File: src/rtl/core/bm3x3_pkg.sv
package bm3x3_pkg;

   localparam int PIX_W = 24;
   localparam int LS_DATA_W = 2 * PIX_W;
   localparam int CSR_INDEX_W = 2;
   localparam int CSR_DATA_W = 11;
   localparam int MODE_W = 2;

   localparam logic [PIX_W-1:0] WHITE = 24'hFFFFFF;
   localparam logic [PIX_W-1:0] BLACK = 24'h000000;

   localparam logic [CSR_INDEX_W-1:0] CSR_MODE = 2'd0;
   localparam logic [CSR_INDEX_W-1:0] CSR_FRAME_WIDTH = 2'd1;
   localparam logic [CSR_INDEX_W-1:0] CSR_FRAME_HEIGHT = 2'd2;

   localparam logic [MODE_W-1:0] MODE_ERODE = 2'd0;
   localparam logic [MODE_W-1:0] MODE_DILATE = 2'd1;
   localparam logic [MODE_W-1:0] MODE_HOLLOW = 2'd2;

   localparam int FRAME_WIDTH_RESET = 640;
   localparam int FRAME_HEIGHT_RESET = 480;

   typedef struct packed {
      logic [PIX_W-1:0] pixel_rgb;
      logic flush;
   } req_word_type;

   typedef struct packed {
      logic [PIX_W-1:0] out_rgb;
      logic frame_last;
   } rsp_word_type;

   typedef struct packed {
      logic push;
      logic emit;
      logic border;
      logic last;
   } item_ctrl_type;

   typedef struct packed {
      logic valid;
      item_ctrl_type ctrl;
      logic any_white;
      logic any_black;
      logic [PIX_W-1:0] centre;
   } win_result_type;

   // size minus one, clamped to 3..hi
   function automatic int clamp_m1(int v, int hi);
      int r;
      if (v < 3) begin
         r = 2;
      end else if (v > hi) begin
         r = hi - 1;
      end else begin
         r = v - 1;
      end
      return r;
   endfunction

endpackage

File: src/rtl/core/bm3x3_window.sv
module bm3x3_window
   import bm3x3_pkg::*;
(
   input  logic clock,
   input  logic reset,
   input  logic en,
   input  logic in_valid,
   input  item_ctrl_type in_ctrl,
   input  logic [PIX_W-1:0] col_top,
   input  logic [PIX_W-1:0] col_mid,
   input  logic [PIX_W-1:0] col_bot,
   output win_result_type result
);

   logic [PIX_W-1:0] win_ff [3][3];
   logic s3_valid_ff;
   item_ctrl_type s3_ctrl_ff;
   win_result_type s4_ff;
   logic any_white_in;
   logic any_black_in;

   // shift the window one column on each pushed word
   always_ff @(posedge clock) begin
      if (en && in_valid && in_ctrl.push) begin
         for (int r = 0; r < 3; r++) begin
            win_ff[r][0] <= win_ff[r][1];
            win_ff[r][1] <= win_ff[r][2];
         end
         win_ff[0][2] <= col_top;
         win_ff[1][2] <= col_mid;
         win_ff[2][2] <= col_bot;
      end
   end

   always_comb begin
      any_white_in = 1'b0;
      any_black_in = 1'b0;
      for (int r = 0; r < 3; r++) begin
         for (int c = 0; c < 3; c++) begin
            if (!(r == 1 && c == 1)) begin
               any_white_in = any_white_in | (win_ff[r][c] == WHITE);
               any_black_in = any_black_in | (win_ff[r][c] == BLACK);
            end
         end
      end
   end

   always_ff @(posedge clock) begin
      if (reset) begin
         s3_valid_ff <= 1'b0;
         s4_ff.valid <= 1'b0;
      end else if (en) begin
         s3_valid_ff <= in_valid;
         s4_ff.valid <= s3_valid_ff;
      end
      if (en) begin
         s3_ctrl_ff <= in_ctrl;
         s4_ff.ctrl <= s3_ctrl_ff;
         s4_ff.any_white <= any_white_in;
         s4_ff.any_black <= any_black_in;
         s4_ff.centre <= win_ff[1][1];
      end
   end

   assign result = s4_ff;

endmodule

File: config.mk
export PLATFORM = sky130hd
export DESIGN_NAME = bm3x3_window
export DESIGN_NICKNAME = d
export VERILOG_FILES = /design/src/rtl/core/bm3x3_pkg.sv /design/src/rtl/core/bm3x3_window.sv
export SDC_FILE = /design/constraint.sdc
export NUM_CORES = 1
export LEC_CHECK = 0
export BUFFER_PORTS_ARGS = -buffer_cell sky130_fd_sc_hd__buf_4
export CORE_MARGIN = 2
export CORE_UTILIZATION = 56
export DETAILED_ROUTE_END_ITERATION = 12
export PLACE_DENSITY = 0.78
export SETUP_SLACK_MARGIN = 0.4
export SYNTH_ARGS = -nofsm -noshare
export SYNTH_HDL_FRONTEND = slang
export SYNTH_SLANG_ARGS = --single-unit
File: constraint.sdc
create_clock -name clock -period 9.25 [get_ports clock]
set_input_delay 2.775 -clock clock [delete_from_list [all_inputs] [get_ports clock]]
set_output_delay 2.775 -clock clock [all_outputs]
set_load 0.005 [all_outputs]
==> results of run 1 <==
==> cells by family (layout without fill, tap and decap cells) <==
group	after synthesis	in the layout	share of synthesized area
AOI/OAI and AO/OA	6	6	0.00415
DFF	252	252	0.895
and+or+nand+nor	134	134	0.0984
buffers and inverters	0	157	0
muxes	2	2	0.00237
==> power breakdown <==
group          total, uW  internal [uW]  switching, uW
clock               1000            608            392
combinational       53.0           28.5           24.5
sequential          1310           1290           17.9
total               2360           1920            435
==> cell usage after synthesis <==
cell type    n  share of area
or4_1        6         0.0053
nor4_1      49          0.036
and3_1       1        0.00074
dfxtp_1      2         0.0047
a31oi_1      4         0.0030
nand2_1      4         0.0018
nand4_1     53          0.039
mux2i_1      2         0.0024
nand3_1      1        0.00059
nor2_1       8         0.0036
nor4_2       2         0.0030
a21oi_1      2         0.0012
and4_1       4         0.0042
nor3_1       6         0.0036
edfxtp_1   250           0.89
==> cells in the final DEF (no fill, tap or decap), drive strengths merged, types with 5 or more instances in the layout <==
master / n
clkinv: 5
or4: 6
clkbuf: 36
nand4: 53
nor4: 51
nor2: 8
buf: 111
nor3: 6
edfxtp: 250
==> path summary, 6_finish.rpt <==
kind	startpoint	to	depth (start not counted)
max	en	win_ff[0][117]	3
min	s3_ctrl_ff[1]	result[27]	0
max reg2reg	win_ff[0][85]	result[25]	5
min reg2reg	s3_ctrl_ff[1]	result[27]	0
==> registers in the layout, summed over array words and instances, names as in the netlist <==
name         flops
win_ff         216
s3_valid_ff      1
s3_ctrl_ff       4
result          31
==> stage by stage <==
step                instances  hold slack [ns]  power [uW]  instance area [um2]
finish                    735            0.419        2360                10300
global route              735            0.429        2420                10300
CTS                       735            0.419        2380                10300
detailed placement        689            0.405        1380                 9510
global placement          689            0.401        1380                 9510
floorplan                 394            0.400        1340                 8430
==> final cells by class <==
type | instances | area [um2]
Clock buffer | 36 | 697
Tap cell | 184 | 230
Fill cell | 884 | 4300
Multi-Input combinational cell | 142 | 890
Sequential cell | 252 | 7550
Timing Repair Buffer | 111 | 846
Clock inverter | 10 | 134
==> routing by layer <==
layer / track usage / vias to the layer above / share of wire
li1: - / 1992 / -
met1: 0.214 / 2044 / 0.40
met2: 0.298 / 144 / 0.51
met3: 0.0413 / 42 / 0.054
met4: 0.0698 / 0 / 0.037
met5: 0 / - / 0
==> worst register-to-register path, stage by stage, from the launching register on <==
cell and delay (ns):
edfxtp_1 0.39, nand4_1 0.11, or4_1 0.61, nor3_1 0.28, nor4_1 0.10, nand3_1 0.08
==> impl_metrics.tcl, run 1 <==
set metrics [dict create \
    critPathArrivalTime_ns 4.36 \
    clock_latency_ns 0.51 \
    drc 0 \
    die-area_mm2 0.0161 \
    critical-path-top-delay-family "buffers and inverters" \
    yosys_warnings 0 \
    cts.repair.resized 0 \
    antenna_left 0 \
    cts.sinks 252 \
    via_per_inst 5.74 \
    drive_above_1_share 0.274 \
    rows 44 \
    htreeDepth 1 \
    avgSynthCellArea_um2 21.4 \
    grt_use_total 0.173 \
    post-route-min-period_ns 4.23 \
    synth_cell_types 15 \
    cts_tree "built" \
    cpMaxStageDelayCell "buf_12" \
    crit_buf_inv 2 \
    ctsHoldBuffers 0 \
    drv_slew 0 \
    drtIter0Drc 341 \
    setup_violations 0 \
    layout_setup_ws_ns 5.02 \
    cp_cell_sequence "buf_4, and3_4, buf_12" \
    maxCapViolCount 0 \
    skew_ns 0.00672 \
    start_util 0.576 \
    drt-total-wl_um 13900 \
    fin_tns_setup_ns 0 \
    pre_cts_ws_ns 4.53 \
    syn-num-nets 474 \
    cp_max_fo 216 \
    critPathMaxStageDelay_ns 0.65 \
    path_clk_slew_ns 0.06 \
    start_kind "input pin" \
    vias 4222 \
    die_h_um 127 \
    worst_pin_slew_ns 1.14 \
    gp_congestion 0.818 \
    die_w_um 127 \
    synth_cells 394 \
    status "complete, no violations" \
    power_density_mw_per_mm2 228 \
    diodes 0 \
    root_buffer "clkbuf_16" \
    cts.path.max_buffers 3 \
    p_leak_uw 0.00338 \
    boundaryPins 111 \
    criticalPathCategory "in2reg" \
    grt_max_degree 217 \
    fin_nets 612 \
    portBuffers 110 \
    overflow 0 \
    wl_per_cell_um 18.9 \
    post-route-util 0.706 \
    r2r_setup_slack_ns 7.54 \
    hpwl_um 9010 \
    cts_inserted_buffers 25 \
    max_freq_mhz 236 \
    period_share 0.458 \
    cts_setup_buffers 0 \
    hold_viol_final 0 \
    drt_first_pass_iters 5 \
    rsz0062_at_grt "false" \
    endpoint_kind "register" \
    grt_pass1_wl_um 21600 \
    synth-seq-cells 252 \
    synth.cell_area_mm2 0.00843 \
    core_mm2 0.0146 \
    antenna_found_initial 0 \
    critPathRequiredTime_ns 9.38 \
    hp-class "reg2reg" \
    ys_seq_area_frac 0.895 \
    synthToLayoutAreaGrowth_pct 22.7 \
    ir_worst_vdd_uv 146 \
    grt_pass1_vias 4298 \
    slew_headroom 0.242 \
]
No activity file was read; power rests on OpenSTA's default activity.
==> inputs of run 2 (changes only) <==
--- a/config.mk
+++ b/config.mk
@@ -7,9 +7,9 @@
 export LEC_CHECK = 0
 export BUFFER_PORTS_ARGS = -buffer_cell sky130_fd_sc_hd__buf_4
 export CORE_MARGIN = 2
-export CORE_UTILIZATION = 56
+export CORE_UTILIZATION = 51
 export DETAILED_ROUTE_END_ITERATION = 12
-export PLACE_DENSITY = 0.78
+export PLACE_DENSITY = 0.75
 export SETUP_SLACK_MARGIN = 0.4
 export SYNTH_ARGS = -nofsm -noshare
 export SYNTH_HDL_FRONTEND = slang
==> constraint.sdc (replaced) <==
create_clock -name clock -period 3.55 [get_ports clock]
set_input_delay 1.065 -clock clock [delete_from_list [all_inputs] [get_ports clock]]
set_output_delay 1.065 -clock clock [all_outputs]
set_load 0.005 [all_outputs]
==> run 2 against run 1 <==
  * Sequential share of layout area shrank 0.60 points
  * Critical path depth shrank 2
  * Flip-flop and latch count is the same
  * First-iteration DRC count shrank 39%
  * Wire length shrank 1.2%
  * Hold slack gained 0.015 ns
  * Die area grew 9.5%
  * Largest power group unchanged
  * Worst setup slack lost 3.6 ns
  * Register-to-register slack lost 5.8 ns
  * Design area grew 0.83%
  * Sequential power grew to 2.6 times the previous value
==> impl_metrics.tcl, run 2 (same netlist as run 1, synthesis figures left out) <==
set metrics [dict create \
    status "complete, no violations" \
    setup_violations 0 \
    fin_tns_setup_ns 0 \
    wl_per_cell_um 17.7 \
    start_util 0.516 \
    via_per_inst 5.40 \
    die_w_um 133 \
    min_path_cells 0 \
    overflow 0 \
    cts.path.max_buffers 3 \
    skew_ns 0.00749 \
    portBuffers 110 \
    slew_headroom 0.595 \
    ctsHoldBuffers 0 \
    cpMaxStageDelayCell "edfxtp_1" \
    layout_common_cells "250 x edfxtp_1, 113 x buf_4, 53 x nand4_1" \
    cp_cell_sequence "buf_4" \
    boundaryPins 111 \
    drc 0 \
    worstReg2RegEnd "result[25]" \
    cts_tree "built" \
    cp.depth 1 \
    period_share 0.599 \
    power_density_mw_per_mm2 578 \
    pre_cts_ws_ns 1.09 \
    ir_worst_vdd_uv 375 \
    fin_cells 775 \
    gp_congestion 0.750 \
    cts_inserted_buffers 24 \
    hold_start "s3_ctrl_ff[2]" \
    grt_pass1_vias 4342 \
    crit_buf_inv 1 \
    drive_above_1_share 0.281 \
    hold_viol_final 0 \
    drtIter0Drc 208 \
    grt_pass1_wl_um 21700 \
    maxCapViolCount 0 \
    cts_setup_buffers 0 \
    core_mm2 0.0163 \
    reg2reg_depth 5 \
    rsz0062_at_grt "false" \
    diodes 0 \
    final_common_cell "edfxtp_1" \
    critical-path-top-delay-family "flip-flops" \
    root_buffer "clkbuf_16" \
    total_power_uw 6030 \
    grt_use_total 0.158 \
    grt_max_degree 49 \
    rows 47 \
    max_freq_mhz 470 \
    criticalPathCategory "reg2out" \
    worst_pin_slew_ns 0.608 \
    antenna_found_initial 0 \
    clock_latency_ns 0.51 \
    cts.repair.resized 0 \
    hpwl_um 9640 \
    fin_nets 617 \
    drv_slew 0 \
    hp-class "reg2reg" \
    endpoint_kind "output port" \
    r2r_setup_slack_ns 1.78 \
    r2r-start "win_ff[0][12]" \
    die_h_um 133 \
    p_leak_uw 0.00341 \
    synthToLayoutAreaGrowth_pct 23.7 \
    regMostFlops "win_ff" \
    cts.sinks 252 \
    antenna_left 0 \
    path_clk_slew_ns 0.06 \
    critPathMaxStageDelay_ns 0.41 \
    placed_cells 731 \
    vias 4185 \
    htreeDepth 1 \
    largest_reg_flops 216 \
    drt_first_pass_iters 5 \
    whs_endpoint "result[28]" \
    post-route-min-period_ns 2.13 \
    cp_max_fo 1 \
    layout_setup_ws_ns 1.42 \
    die-area_mm2 0.0176 \
    start_kind "register" \
    drt-total-wl_um 13700 \
    critPathArrivalTime_ns 1.06 \
    critPathRequiredTime_ns 2.48 \
]
[run 2: worst register-to-register path: stages, from the launching register on]
cell and delay [ns]:
edfxtp_1 0.40, nand4_1 0.10, or4_1 0.54, nor3_1 0.37
a21oi_1 0.08, nand3_1 0.13
[run 2: worst max-delay path by stage]
| stage | startpoint | end | slack [ns] |
|---|---|---|---|
| 2_1_floorplan | in_ctrl[3] | win_ff[0][0] | 0.45 |
| 3_3_place_gp | en | win_ff[0][26] | 1.13 |
| 3_5_place_dp | en | win_ff[0][26] | 1.09 |
| 4_1_cts | result[3] | result[3] | 1.39 |
| 5_1_grt | result[3] | result[3] | 1.39 |
| 6_report | result[3] | result[3] | 1.42 |
[run 2: power breakdown]
part | internal (uW) | switching (uW)
clock | 1500 | 983
combinational | 81.1 | 68.3
sequential | 3350 | 44.3
[run 2: metrics by stage]
stage | util | instance area (um2) | hold slack [ns]
6_report | 0.638 | 10400 | 0.434
5_1_grt | 0.638 | 10400 | 0.443
4_1_cts | 0.638 | 10400 | 0.430
3_5_place_dp | 0.590 | 9640 | 0.414
3_3_place_gp | 0.590 | 9640 | 0.401
2_1_floorplan | - | 8440 | 0.400
[run 2: layout make-up]
cell class / count / area [um2]
sequential: 252 / 7550
multi-input combinational: 142 / 890
fill: 1127 / 5920
clock inverter: 9 / 96.3
timing repair buffer: 117 / 928
clock buffer: 35 / 693
tap: 220 / 275
[run 2: per-layer routing]
| metal | wire (um) | GRT usage | share of wire | vias up |
|---|---|---|---|---|
| met1 | 5190 | 0.184 | 0.38 | 2047 |
| met4 | 466 | 0.0723 | 0.034 | 0 |
| li1 | - | - | - | 1999 |
| met5 | 0 | 0 | 0 | - |
| met2 | 7410 | 0.285 | 0.54 | 103 |
| met3 | 630 | 0.0307 | 0.046 | 36 |
